### config.mk
export PLATFORM = sky130hd
export DESIGN_NAME = dual_accel_velocity_integrator
export DESIGN_NICKNAME = d
export VERILOG_FILES = /design/src/hdl/davi_pkg.sv /design/src/hdl/dual_accel_velocity_integrator.sv
export SDC_FILE = /design/constraint.sdc
export NUM_CORES = 2
export LEC_CHECK = 0
export ABC_AREA = 0
export BUFFER_PORTS_ARGS = -buffer_cell sky130_fd_sc_hd__clkbuf_2
export CELL_PAD_IN_SITES_DETAIL_PLACEMENT = 2
export CELL_PAD_IN_SITES_GLOBAL_PLACEMENT = 2
export CORE_UTILIZATION = 45
export CTS_CLUSTER_SIZE = 10
export DETAILED_ROUTE_END_ITERATION = 16
export GPL_ROUTABILITY_DRIVEN = 0
export PLACE_DENSITY = 0.85
export SLEW_MARGIN = 20
export SYNTH_ARGS = -nofsm -noshare
export SYNTH_HDL_FRONTEND = slang
export SYNTH_SLANG_ARGS = --single-unit
### constraint.sdc
create_clock -name clk_i -period 17.2 [get_ports clk_i]
set_input_delay 0.86 -clock clk_i [delete_from_list [all_inputs] [get_ports clk_i]]
set_output_delay 0.86 -clock clk_i [all_outputs]
set_load 0.05 [all_outputs]
### src/hdl/davi_pkg.sv
// Shared constants for the dual accelerometer velocity integrator.
// Holds field widths, configuration register indexes and reset values.
// Depends on nothing; imported by the top level and its checker.
package davi_pkg;

  // Payload and configuration port widths.
  localparam int unsigned RAW_W      = 16;
  localparam int unsigned VEL_W      = 32;
  localparam int unsigned COUNT_W    = 16;
  localparam int unsigned CFG_IDX_W  = 3;
  localparam int unsigned CFG_DATA_W = 24;

  // Default sample counter width.
  localparam int unsigned WINDOW_BITS_DEFAULT = 10;

  // Configuration register indexes.
  localparam logic [CFG_IDX_W-1:0] REG_GAIN_A      = 3'd0;
  localparam logic [CFG_IDX_W-1:0] REG_GAIN_B      = 3'd1;
  localparam logic [CFG_IDX_W-1:0] REG_GRAVITY     = 3'd2;
  localparam logic [CFG_IDX_W-1:0] REG_THRESHOLD   = 3'd3;
  localparam logic [CFG_IDX_W-1:0] REG_WINDOW_LEN  = 3'd4;
  localparam logic [CFG_IDX_W-1:0] REG_STEP_SCALE  = 3'd5;
  localparam logic [CFG_IDX_W-1:0] REG_STILL_BAND  = 3'd6;

  // Configuration reset values.
  localparam logic [23:0] GAIN_A_RST      = 24'd9190;
  localparam logic [23:0] GAIN_B_RST      = 24'd11296;
  localparam logic [20:0] GRAVITY_RST     = 21'd642908;
  localparam logic [20:0] THRESHOLD_RST   = 21'd19661;
  localparam logic [9:0]  WINDOW_LEN_RST  = 10'd100;
  localparam logic [15:0] STEP_SCALE_RST  = 16'd6554;
  localparam logic [15:0] STILL_BAND_RST  = 16'd1311;

endpackage

### src/hdl/dual_accel_velocity_integrator.sv
// Usage
// -----
// Each input request carries one pair of raw z-axis samples (channels A and B).
// Samples are scaled to Q15.16, gravity is removed, a shared dead zone is
// applied, and the pair is summed into the current window. At the end of a
// window both sums are averaged, scaled by the time step and added to the
// previous velocities; a still test on channel A may force both to zero.
// One output request then carries both velocities and the window count.
// Input channel: in_valid_i / in_stall_o. Output channel: out_valid_o /
// out_stall_i. Configuration: cfg_we_i writes cfg_data_i to register
// cfg_index_i; the user must write only while no request is in flight, as the
// block itself does not enforce it. A sample that does not close a window is
// accepted, takes two passes through one shared scaling multiplier and then
// the accumulate step. A window-closing sample then runs, for each channel,
// the divider load, the shared one-bit-per-cycle divider, the time step product
// and the velocity add, before the result is loaded into the output register.
// A pending result sits in the output register while the next sample is taken;
// a new result waits in place until that register is free.
// Reset clears the configuration to its defaults, the sums, the velocities,
// the sample counter and the window count; no result is pending after reset.
module dual_accel_velocity_integrator
  import davi_pkg::*;
#(
  parameter int unsigned WINDOW_BITS = WINDOW_BITS_DEFAULT
) (
  input  logic                        clk_i,
  input  logic                        rst_ni,
  // Input samples.
  input  logic                        in_valid_i,
  output logic                        in_stall_o,
  input  logic signed [RAW_W-1:0]     accel_raw_a_i,
  input  logic signed [RAW_W-1:0]     accel_raw_b_i,
  // Velocity results.
  output logic                        out_valid_o,
  input  logic                        out_stall_i,
  output logic signed [VEL_W-1:0]     velocity_a_o,
  output logic signed [VEL_W-1:0]     velocity_b_o,
  output logic [COUNT_W-1:0]          window_count_o,
  // Configuration writes.
  input  logic                        cfg_we_i,
  input  logic [CFG_IDX_W-1:0]        cfg_index_i,
  input  logic [CFG_DATA_W-1:0]       cfg_data_i
);

  localparam int unsigned SUM_W   = VEL_W + WINDOW_BITS;
  localparam int unsigned CNT_W   = $clog2(SUM_W);
  localparam int unsigned PROD_W  = RAW_W + 25;
  localparam int unsigned PROD2_W = SUM_W + 16;
  localparam int unsigned SAT_W   = SUM_W + 3;
  localparam int unsigned LEN_W   = 17;
  localparam logic [LEN_W-1:0] MAX_LEN = LEN_W'((1 << WINDOW_BITS) - 1);
  localparam logic [CNT_W-1:0] DIV_LAST = CNT_W'(SUM_W - 1);

  typedef enum logic [8:0] {
    ST_IDLE = 9'b000000001,
    ST_MUL  = 9'b000000010,
    ST_OFS  = 9'b000000100,
    ST_ACC  = 9'b000001000,
    ST_DLD  = 9'b000010000,
    ST_DIV  = 9'b000100000,
    ST_STEP = 9'b001000000,
    ST_ADD  = 9'b010000000,
    ST_OUT  = 9'b100000000
  } state_e;

  // Clamp a wide signed value to the 32-bit range.
  function automatic logic signed [VEL_W-1:0] sat32(input logic signed [SAT_W-1:0] v);
    logic [SAT_W-VEL_W:0] hi;
    hi = v[SAT_W-1:VEL_W-1];
    if (&hi || ~|hi) begin
      sat32 = v[VEL_W-1:0];
    end else if (v[SAT_W-1]) begin
      sat32 = {1'b1, {(VEL_W-1){1'b0}}};
    end else begin
      sat32 = {1'b0, {(VEL_W-1){1'b1}}};
    end
  endfunction

  // Control state.
  state_e                   state_q, state_d;
  logic                     ch_q;
  logic [WINDOW_BITS-1:0]   cnt_q;
  logic [COUNT_W-1:0]       windows_q;
  logic [CNT_W-1:0]         div_cnt_q;
  logic                     out_valid_q;
  logic signed [SUM_W-1:0]  sum_a_q, sum_b_q;
  logic signed [VEL_W-1:0]  prev_a_q, prev_b_q;

  // Configuration registers.
  logic [23:0] gain_a_q, gain_b_q;
  logic [20:0] gravity_q, threshold_q;
  logic [9:0]  window_len_q;
  logic [15:0] step_scale_q, still_band_q;

  // Datapath registers.
  logic signed [RAW_W-1:0]  raw_a_q, raw_b_q;
  logic signed [PROD_W-1:0] prod_q;
  logic signed [VEL_W-1:0]  accel_a_q, accel_b_q;
  logic [SUM_W-1:0]         quo_q;
  logic [WINDOW_BITS-1:0]   rem_q;
  logic                     neg_q;
  logic [PROD2_W-1:0]       prod2_q;
  logic signed [VEL_W-1:0]  vnew_a_q, vnew_b_q;
  logic signed [VEL_W-1:0]  vel_a_q, vel_b_q;

  // Shared scaling multiplier: raw sample times channel gain.
  logic signed [RAW_W-1:0]  mul_raw;
  logic [23:0]              mul_gain;
  logic signed [PROD_W-1:0] prod_c;
  assign mul_raw  = ch_q ? raw_b_q : raw_a_q;
  assign mul_gain = ch_q ? gain_b_q : gain_a_q;
  assign prod_c   = PROD_W'(mul_raw) * $signed({1'b0, mul_gain});

  // Floor shift, gravity removal and saturation.
  logic signed [SAT_W-1:0]  ofs_c;
  logic signed [VEL_W-1:0]  accel_c;
  assign ofs_c   = SAT_W'($signed(prod_q[PROD_W-1:8])) - $signed(SAT_W'(gravity_q));
  assign accel_c = sat32(ofs_c);

  // Dead zone on the magnitude of both channels.
  logic [VEL_W:0]          mag_a, mag_b;
  logic                    dead;
  logic signed [VEL_W-1:0] add_a, add_b;
  assign mag_a = accel_a_q[VEL_W-1] ? -(VEL_W+1)'(accel_a_q) : (VEL_W+1)'(accel_a_q);
  assign mag_b = accel_b_q[VEL_W-1] ? -(VEL_W+1)'(accel_b_q) : (VEL_W+1)'(accel_b_q);
  assign dead  = (mag_a < (VEL_W+1)'(threshold_q)) || (mag_b < (VEL_W+1)'(threshold_q));
  assign add_a = dead ? '0 : accel_a_q;
  assign add_b = dead ? '0 : accel_b_q;

  // Window length clamp and end-of-window test.
  logic [LEN_W-1:0]       len_one, len_c;
  logic [WINDOW_BITS-1:0] len_w, cnt_next;
  logic                   win_end;
  assign len_one  = (window_len_q == '0) ? LEN_W'(1) : LEN_W'(window_len_q);
  assign len_c    = (len_one > MAX_LEN) ? MAX_LEN : len_one;
  assign len_w    = len_c[WINDOW_BITS-1:0];
  assign cnt_next = cnt_q + WINDOW_BITS'(1);
  assign win_end  = (cnt_next == '0) || (cnt_next >= len_w);

  // Divider load: magnitude and sign of the selected sum.
  logic signed [SUM_W-1:0] sum_sel;
  logic [SUM_W-1:0]        sum_mag;
  assign sum_sel = ch_q ? sum_b_q : sum_a_q;
  assign sum_mag = sum_sel[SUM_W-1] ? -sum_sel : sum_sel;

  // Restoring divider, one quotient bit per cycle.
  logic [WINDOW_BITS:0] rem_sh, rem_diff;
  logic                 q_bit;
  assign rem_sh   = {rem_q, quo_q[SUM_W-1]};
  assign rem_diff = rem_sh - {1'b0, len_w};
  assign q_bit    = (rem_sh >= {1'b0, len_w});

  // Time step product and velocity update.
  logic [PROD2_W-1:0]       prod2_c;
  logic [SUM_W:0]           step_mag;
  logic signed [SUM_W+1:0]  delta;
  logic signed [VEL_W-1:0]  prev_sel;
  logic signed [SAT_W-1:0]  vsum;
  logic signed [VEL_W-1:0]  vnew_c;
  assign prod2_c  = PROD2_W'(quo_q) * PROD2_W'(step_scale_q);
  assign step_mag = {1'b0, prod2_q[PROD2_W-1:16]} + (SUM_W+1)'(neg_q && (|prod2_q[15:0]));
  assign delta    = neg_q ? -$signed({1'b0, step_mag}) : $signed({1'b0, step_mag});
  assign prev_sel = ch_q ? prev_b_q : prev_a_q;
  assign vsum     = SAT_W'(prev_sel) + SAT_W'(delta);
  assign vnew_c   = sat32(vsum);

  // Still band test on channel A.
  logic signed [VEL_W+1:0] band_lo, band_hi, va_ext;
  logic                    still;
  logic signed [VEL_W-1:0] va_fin, vb_fin;
  assign band_lo = (VEL_W+2)'(prev_a_q) - $signed((VEL_W+2)'(still_band_q));
  assign band_hi = (VEL_W+2)'(prev_a_q) + $signed((VEL_W+2)'(still_band_q));
  assign va_ext  = (VEL_W+2)'(vnew_a_q);
  assign still   = (va_ext > band_lo) && (va_ext < band_hi);
  assign va_fin  = still ? '0 : vnew_a_q;
  assign vb_fin  = still ? '0 : vnew_b_q;

  logic out_free;
  assign out_free = !out_valid_q || !out_stall_i;

  // Sequencer next state.
  always_comb begin
    state_d = state_q;
    unique case (state_q)
      ST_IDLE: if (in_valid_i) state_d = ST_MUL;
      ST_MUL:  state_d = ST_OFS;
      ST_OFS:  state_d = ch_q ? ST_ACC : ST_MUL;
      ST_ACC:  state_d = win_end ? ST_DLD : ST_IDLE;
      ST_DLD:  state_d = ST_DIV;
      ST_DIV:  if (div_cnt_q == DIV_LAST) state_d = ST_STEP;
      ST_STEP: state_d = ST_ADD;
      ST_ADD:  state_d = ch_q ? ST_OUT : ST_DLD;
      ST_OUT:  if (out_free) state_d = ST_IDLE;
      default: state_d = ST_IDLE;
    endcase
  end

  // Control and configuration registers.
  always_ff @(posedge clk_i or negedge rst_ni) begin
    if (!rst_ni) begin
      state_q      <= ST_IDLE;
      ch_q         <= 1'b0;
      cnt_q        <= '0;
      windows_q    <= '0;
      div_cnt_q    <= '0;
      out_valid_q  <= 1'b0;
      sum_a_q      <= '0;
      sum_b_q      <= '0;
      prev_a_q     <= '0;
      prev_b_q     <= '0;
      gain_a_q     <= GAIN_A_RST;
      gain_b_q     <= GAIN_B_RST;
      gravity_q    <= GRAVITY_RST;
      threshold_q  <= THRESHOLD_RST;
      window_len_q <= WINDOW_LEN_RST;
      step_scale_q <= STEP_SCALE_RST;
      still_band_q <= STILL_BAND_RST;
      vel_a_q      <= '0;
      vel_b_q      <= '0;
    end else begin
      state_q <= state_d;

      // Configuration writes; unused indexes are ignored.
      if (cfg_we_i) begin
        unique case (cfg_index_i)
          REG_GAIN_A:     gain_a_q     <= cfg_data_i;
          REG_GAIN_B:     gain_b_q     <= cfg_data_i;
          REG_GRAVITY:    gravity_q    <= cfg_data_i[20:0];
          REG_THRESHOLD:  threshold_q  <= cfg_data_i[20:0];
          REG_WINDOW_LEN: window_len_q <= cfg_data_i[9:0];
          REG_STEP_SCALE: step_scale_q <= cfg_data_i[15:0];
          REG_STILL_BAND: still_band_q <= cfg_data_i[15:0];
          default: ;
        endcase
      end

      // Result register loads a new result, or drains when taken.
      if (state_q == ST_OUT && out_free) begin
        out_valid_q <= 1'b1;
      end else if (out_valid_q && !out_stall_i) begin
        out_valid_q <= 1'b0;
      end

      unique case (state_q)
        ST_OFS: ch_q <= !ch_q;
        ST_ACC: begin
          sum_a_q <= sum_a_q + SUM_W'(add_a);
          sum_b_q <= sum_b_q + SUM_W'(add_b);
          cnt_q   <= win_end ? '0 : cnt_next;
        end
        ST_DLD: div_cnt_q <= '0;
        ST_DIV: div_cnt_q <= div_cnt_q + CNT_W'(1);
        ST_ADD: ch_q <= !ch_q;
        ST_OUT: begin
          if (out_free) begin
            prev_a_q  <= va_fin;
            prev_b_q  <= vb_fin;
            vel_a_q   <= va_fin;
            vel_b_q   <= vb_fin;
            sum_a_q   <= '0;
            sum_b_q   <= '0;
            windows_q <= windows_q + COUNT_W'(1);
          end
        end
        default: ;
      endcase
    end
  end

  // Datapath registers.
  always_ff @(posedge clk_i) begin
    unique case (state_q)
      ST_IDLE: begin
        if (in_valid_i) begin
          raw_a_q <= accel_raw_a_i;
          raw_b_q <= accel_raw_b_i;
        end
      end
      ST_MUL: prod_q <= prod_c;
      ST_OFS: begin
        if (ch_q) accel_b_q <= accel_c;
        else accel_a_q <= accel_c;
      end
      ST_DLD: begin
        quo_q <= sum_mag;
        rem_q <= '0;
        neg_q <= sum_sel[SUM_W-1];
      end
      ST_DIV: begin
        rem_q <= q_bit ? rem_diff[WINDOW_BITS-1:0] : rem_sh[WINDOW_BITS-1:0];
        quo_q <= {quo_q[SUM_W-2:0], q_bit};
      end
      ST_STEP: prod2_q <= prod2_c;
      ST_ADD: begin
        if (ch_q) vnew_b_q <= vnew_c;
        else vnew_a_q <= vnew_c;
      end
      default: ;
    endcase
  end

  assign in_stall_o     = (state_q != ST_IDLE);
  assign out_valid_o    = out_valid_q;
  assign velocity_a_o   = vel_a_q;
  assign velocity_b_o   = vel_b_q;
  assign window_count_o = windows_q;

endmodule

# Word level (Yosys, flattened, before mapping)
# Index checks and enable logic that the tools add are counted.
[op_classes]
n_addsub = 15
n_mul = 2
bitwise_logic = 1
muxes = 35
n_reduce_logical = 41
order_cmp = 7
eq_ne = 20
[op_table]
columns = ["op", "n"]
rows = [
  ["two-way mux 32 bit", 9],
  ["one-hot mux 42 bit (2 select lines)", 3],
  ["two-way mux 42 bit", 3],
  ["adder 42 x 32 -> 42 bit", 2],
  ["one-hot mux 9 bit (9 select lines)", 1],
  ["less-than comparator 33 x 21 -> 1 bit", 2],
  ["two-way mux 33 bit", 2],
  ["negation 32 -> 33 bit", 2],
  ["multiplier 42 x 16 -> 58 bit", 1],
  ["adder 32 x 44 -> 45 bit", 1],
  ["two-way mux 44 bit", 1],
  ["negation 43 -> 44 bit", 1],
  ["adder 42 x 1 -> 43 bit", 1],
  ["negation 42 bit", 1],
  ["multiplier 16 x 25 -> 41 bit", 1],
  ["two-way mux 10 bit", 4],
  ["two-way mux 9 bit", 4],
  ["subtractor 33 x 22 -> 34 bit", 1],
  ["adder 32 x 17 -> 33 bit", 1],
  ["> comparator 32 x 33 -> 1 bit", 1],
  ["less-than comparator 32 x 33 -> 1 bit", 1],
  ["subtractor 32 x 17 -> 33 bit", 1],
  ["AND reduction 14 bit", 2],
  ["AND reduction 2 bit", 14],
  ["40 further kinds", 61],
]
[word_totals]
word_cells = 149
output_inout_bits = 82
ff_bits = 635

# Depth between registers and ports, before layout
[logic_depth]
ltp_word = 10
ltp_mapped = 35
mapped_depth_nobuf = 32

# Least setup slack after synthesis
# No wires, ideal clock.
[synth_timing]
path_kind = "register to register"
startpoint = "register ch_q"
endpoint = "register prod_q[40] (data pin)"
n_path_buf = 9
setup_slack_ns = 8.608
setup_time_ns = 0.260
arrival_ns = 8.332
synth_period_minus_slack_ns = 8.592
path_stages_with_launch = 36
required_ns = 16.940
path_cell_list = "dfrtp_1 buf_4 buf_4 buf_4 buf_2 buf_1 buf_2 buf_2 buf_2 buf_2 mux2_2 nand2_1 fa_1 inv_1 fa_1 inv_1 fa_1 fa_1 inv_1 fa_1 inv_1 fa_1 inv_1 ha_1 a211oi_1 o21ai_0 o211ai_1 a31o_2 o31ai_1 a311oi_2 a21oi_2 o2111ai_1 o31ai_1 o41a_1 a21oi_1 xnor2_1"
[synth_between]
elab_chain_cells = 2
word_cells_on_any_way = 3
[synth_rtl]
columns = ["item", "line", "source"]
rows = [
  ["start: declaration", "dual_accel_velocity_integrator.sv:81", "logic ch_q;"],
  ["start signal: assignment", "dual_accel_velocity_integrator.sv:245", "ST_OFS: ch_q <= !ch_q;"],
  ["start signal: assignment", "dual_accel_velocity_integrator.sv:253", "ST_ADD: ch_q <= !ch_q;"],
  ["two-way mux 16 bit / two-way mux 24 bit (equally long branches)", "dual_accel_velocity_integrator.sv:110, dual_accel_velocity_integrator.sv:111", ""],
  ["multiplier 16 x 25 -> 41 bit (*)", "dual_accel_velocity_integrator.sv:112", "assign prod_c = PROD_W'(mul_raw) * $signed({1'b0, mul_gain});"],
  ["net prod_c[40]", "dual_accel_velocity_integrator.sv:109", "logic signed [PROD_W-1:0] prod_c;"],
  ["end signal: assignment", "dual_accel_velocity_integrator.sv:279", "ST_MUL: prod_q <= prod_c;"],
  ["end: declaration", "dual_accel_velocity_integrator.sv:97", "logic signed [PROD_W-1:0] prod_q;"],
]
# The timed path passes the listed nets; every way through them passes the cells marked *.
# A chain may end at the register's enable or synchronous reset.

# Final worst setup path
# Ends and elaborated chain as after synthesis.

==> run metrics <==
Tcrit/Tclk final=between 50% and 60%; Critical Path AT=10790 ps; via/cell ratio=6.497; RSZ-0062 raised after global routing=no; Worst-Margin Slew=approximately 1500 ps; Reg2Reg Depth=25; Crit-path slowest cell=o31ai_2; fmax=about 97 MHz; Sinks on Clock Net=627; DR vias=66830; area added between synthesis and finish=7.491%; worst r2r src=ch_q; Mapped Area=73850 sq um; die area=between 150000 and 200000 sq um; met3 WL=27810 um; Core ar.=162800 sq um; initial cell density of the core=roughly 45%; CTS tree=done; EDFF count, synth=304; max cap viols=1; syn_area_per_cell=9.143 sq um; first-pass GRT wire length=517700 um; GRT Util Overall=between 40% and 50%; PortBufs=145; Mapped Cells=a little over 8000; Data required, critical path=17670 ps; Routed WL=356500 um; #FFs+latches synth=~630; layout cell share with drive strength beyond 1=8.066%; DR WL/cell=about 35 um; failing checks=max-capacitance violations, max-slew violations; Tmin final=roughly 10000 ps; post-synthesis async set-or-reset flop share=51.52%; DPL Wire Length=between 200000 and 250000 um; largest net degree at the start of global routing=between 150 and 200; Clock Root Buffer=clkbuf_16; IO Pins=146; biggest cell delay along the critical path=890 ps; Reg clk slew, reported paths=80 ps; Clock Skew=around 48 ps; total CTS buffers=80; row count=148; most frequent cells in the layout=1265 x nand2_1, 1052 x inv_1, 870 x fa_1, 580 x ha_1, 385 x nor2_1; met2 wire length=about 170000 um; syn_nets=between 9000 and 10000; CP Max Fanout=46; most common cell after layout, fill and taps aside=nand2_1; ys flop type=edfxtp_1; clock buffer depth=3; post-synthesis sequential area ratio=23.39%; initial antenna violation count=34; final setup vio count=0; Clock Latency Late Sink=760 ps; Die Y=407.1 um; width of the die=407.1 um; vias in the first global route=roughly 77000; element type at the critical path end=flip-flop; Yosys cell types=a little under 100; reg-to-reg endpoint=prod_q[40]; kind of critical path=flip-flop to flip-flop; slew margin rel.=-1.531%; worst hold path type=input pin to async pin; H-tree depth=3; placed cells=roughly 10000; post-CTS resize count=0; Worst path top cell family by delay=adder cells; Yosys warnings=0; post-route ant nets=0; First-pass DRT Iterations=5; reg-to-reg slack, setup=6880 ps; grt total ovfl=0; nets=roughly 9500; CP Depth=25; CTS Hold Bufs=0; result of the run=complete, but fails checks; Filler cells=17120; Setup Fix Bufs, Post-CTS=0; Pins Over Slew Limit=17; Startpoint Class=flip-flop; worst path bufs/invs=6; highest routed metal layer=met5; First DRT Iteration DRCs=roughly 5800; Fin. Hold Viols=0; setup total negative slack=0 ps; Met1 Routed Length=roughly 120000 um; Post-route DRC=0; Finished Layout Cells=10290
==> sequential cells by signal (all words and copies together), names as in the netlist, 21 cells and up <==
| register | cells |
|---|---|
| sum_a_q | 42 |
| quo_q | 42 |
| gain_a_q | 24 |
| prod_q | 33 |
| threshold_q | 21 |
| sum_b_q | 42 |
| vnew_a_q | 32 |
| accel_a_q | 32 |
| gravity_q | 21 |
| velocity_a_o | 32 |
| gain_b_q | 24 |
| prod2_q | 58 |
| vnew_b_q | 32 |
| velocity_b_o | 32 |
| accel_b_q | 32 |
==> per-layer routing <==
layer  vias up  GRT usage [%]
li1      26390              -
met1     34280          44.01
met2      4119          70.93
met3      2027          9.328
met4        16          35.61
met5         -        0.08621
==> worst max-delay path by stage <==
stage                     startpoint         end  slack (ps)
after floorplan                 ch_q  prod_q[40]        8610
after global placement          ch_q  prod_q[40]        7950
after detailed placement        ch_q  prod_q[40]        7830
after CTS                       ch_q  prod_q[40]        7350
after global routing            ch_q  prod_q[40]        6780
final                           ch_q  prod_q[40]        6880
==> final cells by class <==
cell class	count	area (sq um)	share of cell area (%)
sequential	627	17280	21.77
clock inverter	20	211.5	0.2664
clock buffer	128	2306	2.905
tap	2175	2721	3.428
inverter	1053	3953	4.979
antenna	28	70.07	0.08827
timing repair buffer	245	1550	1.953
multi-input combinational	6010	51290	64.61
==> cell usage after synthesis, types with 11 or more instances <==
cell,n,share of area (%)
o21a_1,45,0.46
or2_2,18,0.15
xor2_1,171,2.0
o211ai_1,15,0.15
dfstp_2,50,1.8
a31oi_1,39,0.33
a21o_1,152,1.5
clkbuf_1,345,1.8
mux2_2,170,2.6
dfrtp_1,273,9.3
o21ai_1,55,0.37
nor2_1,388,2.0
a21oi_1,375,2.5
or4_1,11,0.11
or3_1,35,0.30
nor3_1,97,0.66
nand2_1,1267,6.4
o21bai_1,41,0.42
inv_1,1052,5.3
ha_1,580,9.8
and3_1,45,0.38
o21ai_0,341,2.3
and2_1,252,2.1
a211oi_1,27,0.27
nand4_1,75,0.64
nor2b_1,49,0.42
fa_1,870,24
nand3_1,146,0.99
buf_2,15,0.10
edfxtp_1,304,12
mux2i_1,85,1.2
nor4_1,32,0.27
nand2b_1,78,0.66
buf_1,20,0.10
o31ai_1,46,0.47
xnor2_1,284,3.4
nor3b_1,15,0.15
o41ai_1,17,0.20
==> logic make-up after synthesis <==
group,after synthesis,synth area share [%]
buffers and inverters,1440,7.396
and+or+nand+nor,2563,15.95
adders and majority gates,1450,33.41
DFF,627,23.39
xor gates and xnor gates,455,5.396
AOI/OAI and AO/OA,1286,10.70
muxes,256,3.760
==> stage by stage <==
| step | instance area (sq um) | hold WS (ps) | setup slack [ps] | util [%] |
|---|---|---|---|---|
| 2_1_floorplan | 73850 | 457.9 | 8608 | - |
| 3_3_place_gp | 76670 | 479.1 | 7953 | 47.11 |
| 3_5_place_dp | 76680 | 484.9 | 7828 | 47.11 |
| 4_1_cts | 79200 | 232.5 | 7349 | 48.65 |
| 5_1_grt | 79330 | 242.3 | 6781 | 48.74 |
| 6_report | 79380 | 193.1 | 6882 | 48.77 |
Power is not shown: default switching activity piles up to over one toggle a cycle in this logic, so the estimate is an artifact.
